## src/rtl/core/rre_pkg.sv

```systemverilog
// Shared types and constants for the rectangle region extremes block.
package rre_pkg;

   localparam int KIND_W = 2;
   localparam int ROW_W  = 6;
   localparam int COL_W  = 6;
   localparam int LEN_W  = 7;
   localparam int AREA_W = 13;
   localparam int CFG_W  = 7;
   localparam int NUM_RECS = 3;

   localparam logic [KIND_W-1:0] KIND_WIDEST  = 2'd0;
   localparam logic [KIND_W-1:0] KIND_TALLEST = 2'd1;
   localparam logic [KIND_W-1:0] KIND_AREA    = 2'd2;

   localparam logic REG_ROW_COUNT = 1'b0;
   localparam logic REG_COL_COUNT = 1'b1;

   localparam logic [CFG_W-1:0] DIM_RESET = 7'd64;

   typedef struct packed {
      logic [ROW_W-1:0]  row;
      logic [COL_W-1:0]  col;
      logic [LEN_W-1:0]  width;
      logic [LEN_W-1:0]  height;
      logic [AREA_W-1:0] area;
   } rec_type;

   typedef struct packed {
      logic                   valid;
      rec_type [NUM_RECS-1:0] recs;
   } scan_res_type;

endpackage

```

## src/rtl/core/rre_scan.sv

```systemverilog
// Scan sequencer: walks the stored grid, measures each corner and keeps the records.
module rre_scan #(
   parameter int MAX_DIM = 64
) (
   input  logic                                        clock,
   input  logic                                        reset,
   input  logic                                        start,
   input  logic [$clog2(MAX_DIM+1)-1:0]                rows,
   input  logic [$clog2(MAX_DIM+1)-1:0]                cols,
   output logic [$clog2(MAX_DIM*MAX_DIM)-1:0]          rd_addr,
   input  logic                                        rd_data,
   output logic                                        idle,
   output rre_pkg::scan_res_type                       res,
   input  logic                                        res_ready
);
   import rre_pkg::*;

   localparam int DW = $clog2(MAX_DIM + 1);
   localparam int AW = $clog2(MAX_DIM * MAX_DIM);
   localparam int AR = 2 * DW;

   typedef enum logic [3:0] {
      S_IDLE, S_CELL_RD, S_CELL_CK, S_UP_RD, S_UP_CK, S_WID_RD, S_WID_CK,
      S_HGT_RD, S_HGT_CK, S_AREA, S_UPD, S_NEXT, S_DONE
   } state_type;

   typedef struct packed {
      logic [DW-1:0] row;
      logic [DW-1:0] col;
      logic [DW-1:0] width;
      logic [DW-1:0] height;
      logic [AR-1:0] area;
   } best_type;

   state_type     state_ff;
   logic [DW-1:0] rows_ff, cols_ff;
   logic [DW-1:0] r_ff, c_ff, k_ff, w_ff, h_ff;
   logic [AR-1:0] area_ff;
   logic [AW-1:0] row_base_ff, walk_addr_ff;
   logic          left_ff;
   best_type      best_ff [NUM_RECS];

   logic          wid_more, hgt_more, col_more, row_more;
   logic [AW-1:0] cell_addr;

   assign cell_addr = row_base_ff + AW'(c_ff);
   assign wid_more  = ((DW+1)'(k_ff) + (DW+1)'(1)) < (DW+1)'(cols_ff);
   assign hgt_more  = ((DW+1)'(k_ff) + (DW+1)'(1)) < (DW+1)'(rows_ff);
   assign col_more  = ((DW+1)'(c_ff) + (DW+1)'(1)) < (DW+1)'(cols_ff);
   assign row_more  = ((DW+1)'(r_ff) + (DW+1)'(1)) < (DW+1)'(rows_ff);

   always_comb begin
      case (state_ff)
         S_UP_RD:  rd_addr = cell_addr - AW'(cols_ff);
         S_WID_RD: rd_addr = row_base_ff + AW'(k_ff);
         S_HGT_RD: rd_addr = walk_addr_ff;
         default:  rd_addr = cell_addr;
      endcase
   end

   assign idle = (state_ff == S_IDLE);

   always_comb begin
      res.valid = (state_ff == S_DONE);
      for (int i = 0; i < NUM_RECS; i++) begin
         res.recs[i].row    = ROW_W'(best_ff[i].row);
         res.recs[i].col    = COL_W'(best_ff[i].col);
         res.recs[i].width  = LEN_W'(best_ff[i].width);
         res.recs[i].height = LEN_W'(best_ff[i].height);
         res.recs[i].area   = AREA_W'(best_ff[i].area);
      end
   end

   always_ff @(posedge clock) begin
      if (reset) begin
         state_ff <= S_IDLE;
      end else begin
         case (state_ff)
            S_IDLE: begin
               if (start) begin
                  rows_ff     <= rows;
                  cols_ff     <= cols;
                  r_ff        <= '0;
                  c_ff        <= '0;
                  row_base_ff <= '0;
                  left_ff     <= 1'b0;
                  for (int i = 0; i < NUM_RECS; i++) begin
                     best_ff[i] <= '0;
                  end
                  state_ff <= S_CELL_RD;
               end
            end
            S_CELL_RD: state_ff <= S_CELL_CK;
            S_CELL_CK: begin
               left_ff <= rd_data;
               if (!rd_data || left_ff) begin
                  state_ff <= S_NEXT;
               end else if (r_ff != '0) begin
                  state_ff <= S_UP_RD;
               end else begin
                  k_ff     <= c_ff;
                  w_ff     <= '0;
                  state_ff <= S_WID_RD;
               end
            end
            S_UP_RD: state_ff <= S_UP_CK;
            S_UP_CK: begin
               if (rd_data) begin
                  state_ff <= S_NEXT;
               end else begin
                  k_ff     <= c_ff;
                  w_ff     <= '0;
                  state_ff <= S_WID_RD;
               end
            end
            S_WID_RD: state_ff <= S_WID_CK;
            S_WID_CK: begin
               if (rd_data && wid_more) begin
                  w_ff     <= w_ff + DW'(1);
                  k_ff     <= k_ff + DW'(1);
                  state_ff <= S_WID_RD;
               end else begin
                  // run ends: start the column walk at the corner
                  if (rd_data) begin
                     w_ff <= w_ff + DW'(1);
                  end
                  k_ff         <= r_ff;
                  h_ff         <= '0;
                  walk_addr_ff <= cell_addr;
                  state_ff     <= S_HGT_RD;
               end
            end
            S_HGT_RD: state_ff <= S_HGT_CK;
            S_HGT_CK: begin
               if (rd_data) begin
                  h_ff <= h_ff + DW'(1);
               end
               if (rd_data && hgt_more) begin
                  k_ff         <= k_ff + DW'(1);
                  walk_addr_ff <= walk_addr_ff + AW'(cols_ff);
                  state_ff     <= S_HGT_RD;
               end else begin
                  state_ff <= S_AREA;
               end
            end
            S_AREA: begin
               area_ff  <= AR'(w_ff) * AR'(h_ff);
               state_ff <= S_UPD;
            end
            S_UPD: begin
               if (w_ff > best_ff[KIND_WIDEST].width) begin
                  best_ff[KIND_WIDEST] <= '{r_ff, c_ff, w_ff, h_ff, area_ff};
               end
               if (h_ff > best_ff[KIND_TALLEST].height) begin
                  best_ff[KIND_TALLEST] <= '{r_ff, c_ff, w_ff, h_ff, area_ff};
               end
               if (area_ff > best_ff[KIND_AREA].area) begin
                  best_ff[KIND_AREA] <= '{r_ff, c_ff, w_ff, h_ff, area_ff};
               end
               state_ff <= S_NEXT;
            end
            S_NEXT: begin
               if (col_more) begin
                  c_ff     <= c_ff + DW'(1);
                  state_ff <= S_CELL_RD;
               end else begin
                  c_ff    <= '0;
                  left_ff <= 1'b0;
                  if (row_more) begin
                     r_ff        <= r_ff + DW'(1);
                     row_base_ff <= row_base_ff + AW'(cols_ff);
                     state_ff    <= S_CELL_RD;
                  end else begin
                     state_ff <= S_DONE;
                  end
               end
            end
            S_DONE: begin
               // hold the records until the output bank takes them
               if (res_ready) begin
                  state_ff <= S_IDLE;
               end
            end
            default: state_ff <= S_IDLE;
         endcase
      end
   end

endmodule

```

## config.mk

```make
export PLATFORM = sky130hd
export DESIGN_NAME = rre_scan
export DESIGN_NICKNAME = d
export VERILOG_FILES = /design/src/rtl/core/rre_pkg.sv /design/src/rtl/core/rre_scan.sv
export SDC_FILE = /design/constraint.sdc
export NUM_CORES = 1
export LEC_CHECK = 0
export ABC_CLOCK_PERIOD_IN_PS = 5600
export BUFFER_PORTS_ARGS = -buffer_cell sky130_fd_sc_hd__clkbuf_2
export CAP_MARGIN = 10
export CORE_AREA = 2 2 230 141
export DETAILED_ROUTE_END_ITERATION = 16
export DIE_AREA = 0 0 232 143
export SETUP_SLACK_MARGIN = 0.02
export SLEW_MARGIN = 20
export SYNTH_ARGS = -nofsm -noshare
export SYNTH_HDL_FRONTEND = slang
export SYNTH_SLANG_ARGS = --single-unit
```

## constraint.sdc

```tcl
create_clock -name clock -period 5.6 [get_ports clock]
set_input_delay 1.4 -clock clock [delete_from_list [all_inputs] [get_ports clock]]
set_output_delay 1.4 -clock clock [all_outputs]
set_load 0.02 [all_outputs]
```

==> results of run 1 <==
## synth_stat cells (5+ instances only)
master and number:
a211oi_1 7, a21boi_0 41, a21o_1 18, a21oi_1 63, a221o_1 5, a22oi_1 7, a31oi_1 7, and2_1 50
and3_1 13, buf_4 118, clkbuf_1 34, edfxtp_1 206, fa_1 29, ha_1 126, inv_1 90, mux2i_1 6
nand2_1 65, nand2b_1 12, nand3_1 28, nand4_1 11, nor2_1 61, nor2b_1 14, nor3_1 16, o21a_1 12
o21ai_0 45, o21bai_1 6, o221ai_1 7, o22ai_1 8, or2_2 6, or3_1 6, xnor2_1 36, xor2_1 34
## state kept, by name, indices dropped and copies added (netlist names)
name,cells
best_ff,118
area_ff,14
row_base_ff,12
walk_addr_ff,12
c_ff,7
cols_ff,7
h_ff,7
k_ff,7
r_ff,7
rows_ff,7
w_ff,7
state_ff,4
left_ff,1
## worst max-delay path, cell delays in order, from the launching register on
cell	delay, ns
edfxtp_1	0.46
ha_1	0.28
fa_2	0.40
xor2_1	0.27
ha_1	0.32
nor2b_1	0.15
o21ai_0	0.25
a21boi_0	0.16
o21ai_1	0.33
a21o_1	0.20
a211oi_1	0.07
nor3_1	0.34
clkbuf_2	0.24
## metal layers
metal | wire (um) | up-vias | global-route usage
met5 | 0 | - | 0
met4 | 700 | 0 | 0.0405
met3 | 3260 | 36 | 0.0429
met2 | 12500 | 379 | 0.251
met1 | 18700 | 4514 | 0.371
li1 | - | 4488 | -
## placed cells by master, fill, tap and decap left out, types with 6 or more instances in the layout
master,n
edfxtp_1,206
clkbuf_2,149
ha_1,126
inv_1,90
nand2_1,63
nor2_1,61
a21oi_1,61
and2_1,50
o21ai_0,42
a21boi_0,41
xnor2_1,35
xor2_1,34
nand3_1,28
fa_1,28
buf_4,24
clkbuf_16,23
a21o_1,18
nor3_1,15
nor2b_1,14
and3_1,13
o21a_1,12
nand2b_1,11
nand4_1,11
o22ai_1,8
a31oi_1,7
o221ai_1,7
a22oi_1,7
bufinv_16,7
o21bai_1,6
o21ai_1,6
a211oi_1,6
or2_2,6
mux2i_1,6
or3_1,6
clkinv_1,6
## power groups by stage
stage	clock [mW]	sequential [mW]	combinational, mW
after detailed placement	0	2.21	2.04
final	1.75	2.18	2.09
after global routing	1.85	2.20	2.32
after global placement	0	2.21	2.02
after floorplan	0	2.11	1.64
after CTS	1.79	2.18	2.06
## final cells by class
cell class / count / area share
tap: 416 / 0.0342
timing repair buffer: 174 / 0.0622
inverter: 91 / 0.0225
clock buffer: 23 / 0.0378
multi-input combinational: 799 / 0.413
sequential: 210 / 0.412
clock inverter: 18 / 0.0187
## kinds of logic (layout without fill, tap and decap cells)
group | count (synthesis) | after routing
muxes | 6 | 6
adders and majority gates | 155 | 155
buffers and inverters | 247 | 306
AOI/OAI and AO/OA | 265 | 265
DFF | 210 | 210
and+or+nand+nor | 303 | 303
xor gates and xnor gates | 70 | 70
## worst max path at each step
stage                                from                     to
detailed placement  c_ff[0]$_SDFFCE_PP0P_            rd_addr[11]
global placement    c_ff[0]$_SDFFCE_PP0P_             rd_addr[7]
global route        c_ff[0]$_SDFFCE_PP0P_            rd_addr[11]
CTS                 c_ff[0]$_SDFFCE_PP0P_             rd_addr[8]
finish              c_ff[0]$_SDFFCE_PP0P_             rd_addr[8]
floorplan           w_ff[3]$_SDFFCE_PN0P_  area_ff[13]$_DFFE_PP_
## metrics by stage
step	std cells	hold slack [ns]
after floorplan	1256	0.592
after global placement	1685	0.647
after detailed placement	1685	0.643
after CTS	1726	0.667
after global routing	1731	0.693
final	1731	0.666
## timing repair
action                     in CTS  in global routing
setup buffers                   0                  5
gates cloned                    0                  0
gates resized for setup         2                  3
setup endpoints to repair       3                  6
pin swaps                       0                  1
==> results.ini, run 1 <==
[synthesis]
synth_flop_cell = edfxtp_1
synthesis.area_sq_um = 13800
syn_inst = 1256
yosysTopAreaCell = edfxtp_1
synth.area.mux_share = 0.00434
synth_compound_area_frac = 0.129
synth_area_leaders = edfxtp_1 45%, ha_1 11%, buf_4 6.4%
synth-edff-count = 206
synth-simple-area-share = 0.114
synth_cell_type_count = 72
synth_nets = 1430
ys_ff_latch = 210
synthArstFlopShare = 0
syn_area_per_cell_sq_um = 11.0
synth-adder-area-share = 0.156
yosysWarningCount = 0
synth_top_area_share = 0.447
yosysSeqAreaShare = 0.453
synth_xor_area_frac = 0.0443
synth_top_family_by_area = adder cells

[critical_path]
crit_arrival_ns = 4.00
timing.reg2reg.setup_slack_ns = 0.72
cp_max_fo = 5
timing.rr.end = area_ff[13]$_DFFE_PP_
r2r_cells = 16
r2r-start = w_ff[4]$_SDFFCE_PN0P_
startpoint_type = flip-flop
cp_data_required_time_ns = 4.20
worst-setup-path-type = reg2out
critical_path.endpoint_type = output port

[timing]
rsz0062_at_grt = false
tns_ns = 0
period_needed_ns = 5.40
fmax_mhz = 185
finalHoldViolCount = 0
max_slew_margin = 0.271
setup_viol = 0
drv_slew = 0
period_share = 0.964
tightest_slew_ns = 1.09
timing.final.ws_setup_ns = 0.204
worst_clock_skew_ns = 0.0164

[floorplan]
num_rows = 50
die_w_um = 232
core_sq_um = 31000
dieArea_sq_um = 33200
die_h_um = 143
start_util = 0.447
num_io_pins = 150

[pwr]
intPower_mw = 3.87
p_switching_mw = 2.15
seqPwrFrac = 0.362
p_clk_frac = 0.291
combPwrFrac = 0.347
ir_drop_mv = 0.200
p_total_mw = 6.02
p_sw_frac = 0.357
power_density_nw_per_um2 = 396
power_leakage_nw = 6.32

[grt]
grt_max_degree = 41
grt_pass1_vias = 8558
grt_remaining_overflow = 0
grt_pass1_wl_um = 53200
antenna_found_initial = 0
gr-usage-all-layers = 0.212

[cts]
htree_levels = 1
cts_buffers = 23
clk_pin_slew_ns = 0.06
cts_hold_buf = 0
cts_num_sinks = 210
ctsLongestPathBuffers = 3
clkLatencyLatePin_ns = 0.54
cts-root-buf = clkbuf_16
cts_tree = built

[route]
wl_per_cell_um = 20.4
drtPass1Iterations = 5
route.detailed.drc = 0
ant_nets = 0
drt-total-wl_um = 35200
drt_iter0_markers = 1031
viasPerCell = 5.44
via_count = 9417

[cells_and_area]
multi_input_area_sq_um = 6280
drive_above_1_share = 0.183
syn_to_final_growth_pct = 9.96
finalCoreUtilization = 0.491
nets = 1473
antenna_cells = 0
fillCellCount = 2747
final_area_sq_um = 15200
regArea_sq_um = 6270

[status]
status = completed

[worst_hold_path]
min_path_type = reg2reg
hold_path_end = best_ff[0][97]$_DFFE_PP_
worst_hold_path.num_cells = 1
hp-start = area_ff[13]$_DFFE_PP_

[place]
place_ws_ns = 0.580
hpwl_um = 26800
postPlaceCellArea_sq_um = 14300
routabilityCongestion = 0.927
port_buffers = 149

[flow_run]
cap_violations = 0

No activity file was read; power rests on OpenSTA's default activity.
==> inputs of run 2 (changes only) <==
Settings changed: ABC_CLOCK_PERIOD_IN_PS 5600 to 6700.
Clock period 5.6 ns to 6.7 ns, I/O delays scaled along.
==> run 2 against run 1 <==
  * Routed wire length is essentially flat
  * Sequential share of layout area grew 0.50 points
  * Cell area fell by 1.2%
  * Core utilization is 0.59 points lower
  * First-iteration DRC count decreased by 27%
  * Global-route usage about the same
==> results.ini, run 2 (synthesized netlist as in run 1, its figures left out) <==
[cells_and_area]
mostFrequentLayoutCells = 206 x edfxtp_1, 149 x clkbuf_2, 126 x ha_1
regArea_sq_um = 6270
largest-register = best_ff
multi_input_area_sq_um = 6270
final_cells = 1718
finalCoreUtilization = 0.485
nets = 1459
drive_above_1_share = 0.172
syn_to_final_growth_pct = 8.64
final_common_cell = edfxtp_1
final_area_sq_um = 15000
antenna_cells = 0
largest_register_ffs = 118
fillCellCount = 2841
reg.largest.list = best_ff: 118 flops, area_ff: 14 flops

[critical_path]
cp_max_fo = 8
cp_slowest_stage_delay_ns = 0.52
path_cells = ha_1, fa_1, a21o_2, a21oi_1, xnor2_1, ha_1, nand2_1, o21ai_0, o22ai_1, a21oi_1, o22ai_1, a22oi_1, clkbuf_2
cp_data_required_time_ns = 5.03
crit_path_top_delay_cell = edfxtp_1
critical_path.endpoint_type = output port
timing.rr.end = area_ff[13]$_DFFE_PP_
crit_arrival_ns = 4.32
cp_top_family = compound AO/OA/AOI/OAI gates
worst-setup-path-type = reg2out
path_depth = 13
worst-path-buf-inv = 1
timing.reg2reg.setup_slack_ns = 1.80
r2r-start = w_ff[3]$_SDFFCE_PN0P_
startpoint_type = flip-flop
r2r_cells = 16

[grt]
grt_remaining_overflow = 0
antenna_found_initial = 0
gr-usage-all-layers = 0.212
grt_pass1_vias = 8569
grt_pass1_wl_um = 53300
grt_max_degree = 41

[timing]
drv_slew = 0
max_slew_margin = 0.293
timing.final.ws_setup_ns = 0.701
fmax_mhz = 167
tns_ns = 0
tightest_slew_ns = 1.06
whs_ns = 0.655
rsz0062_at_grt = false
worst_clock_skew_ns = 0.0190
period_needed_ns = 6.00
setup_viol = 0
finalHoldViolCount = 0
period_share = 0.895

[cts]
ctsLongestPathBuffers = 3
clk_pin_slew_ns = 0.07
cts_buffers = 23
cts_num_sinks = 210
cts_hold_buf = 0
cts_resized = 0
htree_levels = 1
cts-root-buf = clkbuf_16
cts_setup_buffers = 0
clkLatencyLatePin_ns = 0.55
cts_tree = built

[route]
route.detailed.drc = 0
wl_per_cell_um = 20.5
ant_nets = 0
viasPerCell = 5.43
wl_met1_um = 18900
wl_met3_um = 3050
drt_iter0_markers = 754
top_layer = met4
drtPass1Iterations = 5
via_count = 9326
wl_met2_um = 12800
drt-total-wl_um = 35200

[place]
place_ws_ns = 1.30
hpwl_um = 26800
routabilityCongestion = 0.936
postPlaceCellArea_sq_um = 14200
place_inst = 1675
port_buffers = 149

[floorplan]
die_w_um = 232
core_sq_um = 31000
num_io_pins = 150
die_h_um = 143
num_rows = 50
dieArea_sq_um = 33200
start_util = 0.447

[flow_run]
cap_violations = 0

[pwr]
p_total_mw = 4.90
ir_drop_mv = 0.182
power_leakage_nw = 6.22
power_density_nw_per_um2 = 326

[worst_hold_path]
hp-start = area_ff[13]$_DFFE_PP_
worst_hold_path.num_cells = 1
min_path_type = reg2reg
hold_path_end = best_ff[0][97]$_DFFE_PP_

[status]
status = completed

[run 2: changes by cell type in the layout (fill, tap and decap cells not counted), moves of 2 or more]
| cell | before | now |
|---|---|---|
| buf_4 | 24 | 10 |
| clkinvlp_4 | 0 | 2 |
| bufinv_16 | 7 | 4 |
| o21ai_0 | 42 | 44 |
| clkinv_2 | 1 | 3 |
| o21ai_1 | 6 | 4 |
[run 2: per-layer routing]
layer | up-vias | GRT usage
li1 | 4457 | -
met1 | 4511 | 0.359
met2 | 328 | 0.262
met3 | 30 | 0.0501
met4 | 0 | 0.0364
met5 | - | 0
[run 2: cell type report]
cell class	instances	area share
repair buffers	160	0.0564
clock buffers	23	0.0383
flip-flops and latches	210	0.417
multi-input cells	799	0.417
clock inverters	19	0.0142
well taps	416	0.0346
inverters	91	0.0227
[run 2: how the worst max path moves through the flow]
stage | startpoint | endpoint | slack (ns)
3_5_place_dp | c_ff[0]$_SDFFCE_PP0P_ | rd_addr[11] | 1.30
3_3_place_gp | c_ff[0]$_SDFFCE_PP0P_ | rd_addr[7] | 1.44
5_1_grt | c_ff[0]$_SDFFCE_PP0P_ | rd_addr[11] | 0.40
4_1_cts | c_ff[0]$_SDFFCE_PP0P_ | rd_addr[11] | 0.72
2_1_floorplan | c_ff[0]$_SDFFCE_PP0P_ | rd_addr[11] | 1.92
6_report | c_ff[0]$_SDFFCE_PP0P_ | rd_addr[7] | 0.70
[run 2: power by group]
group          total, mW  internal [mW]  switching, mW
clock               1.35          0.788          0.563
combinational       1.72          0.642           1.08
sequential          1.83           1.68          0.152
total               4.90           3.11           1.79
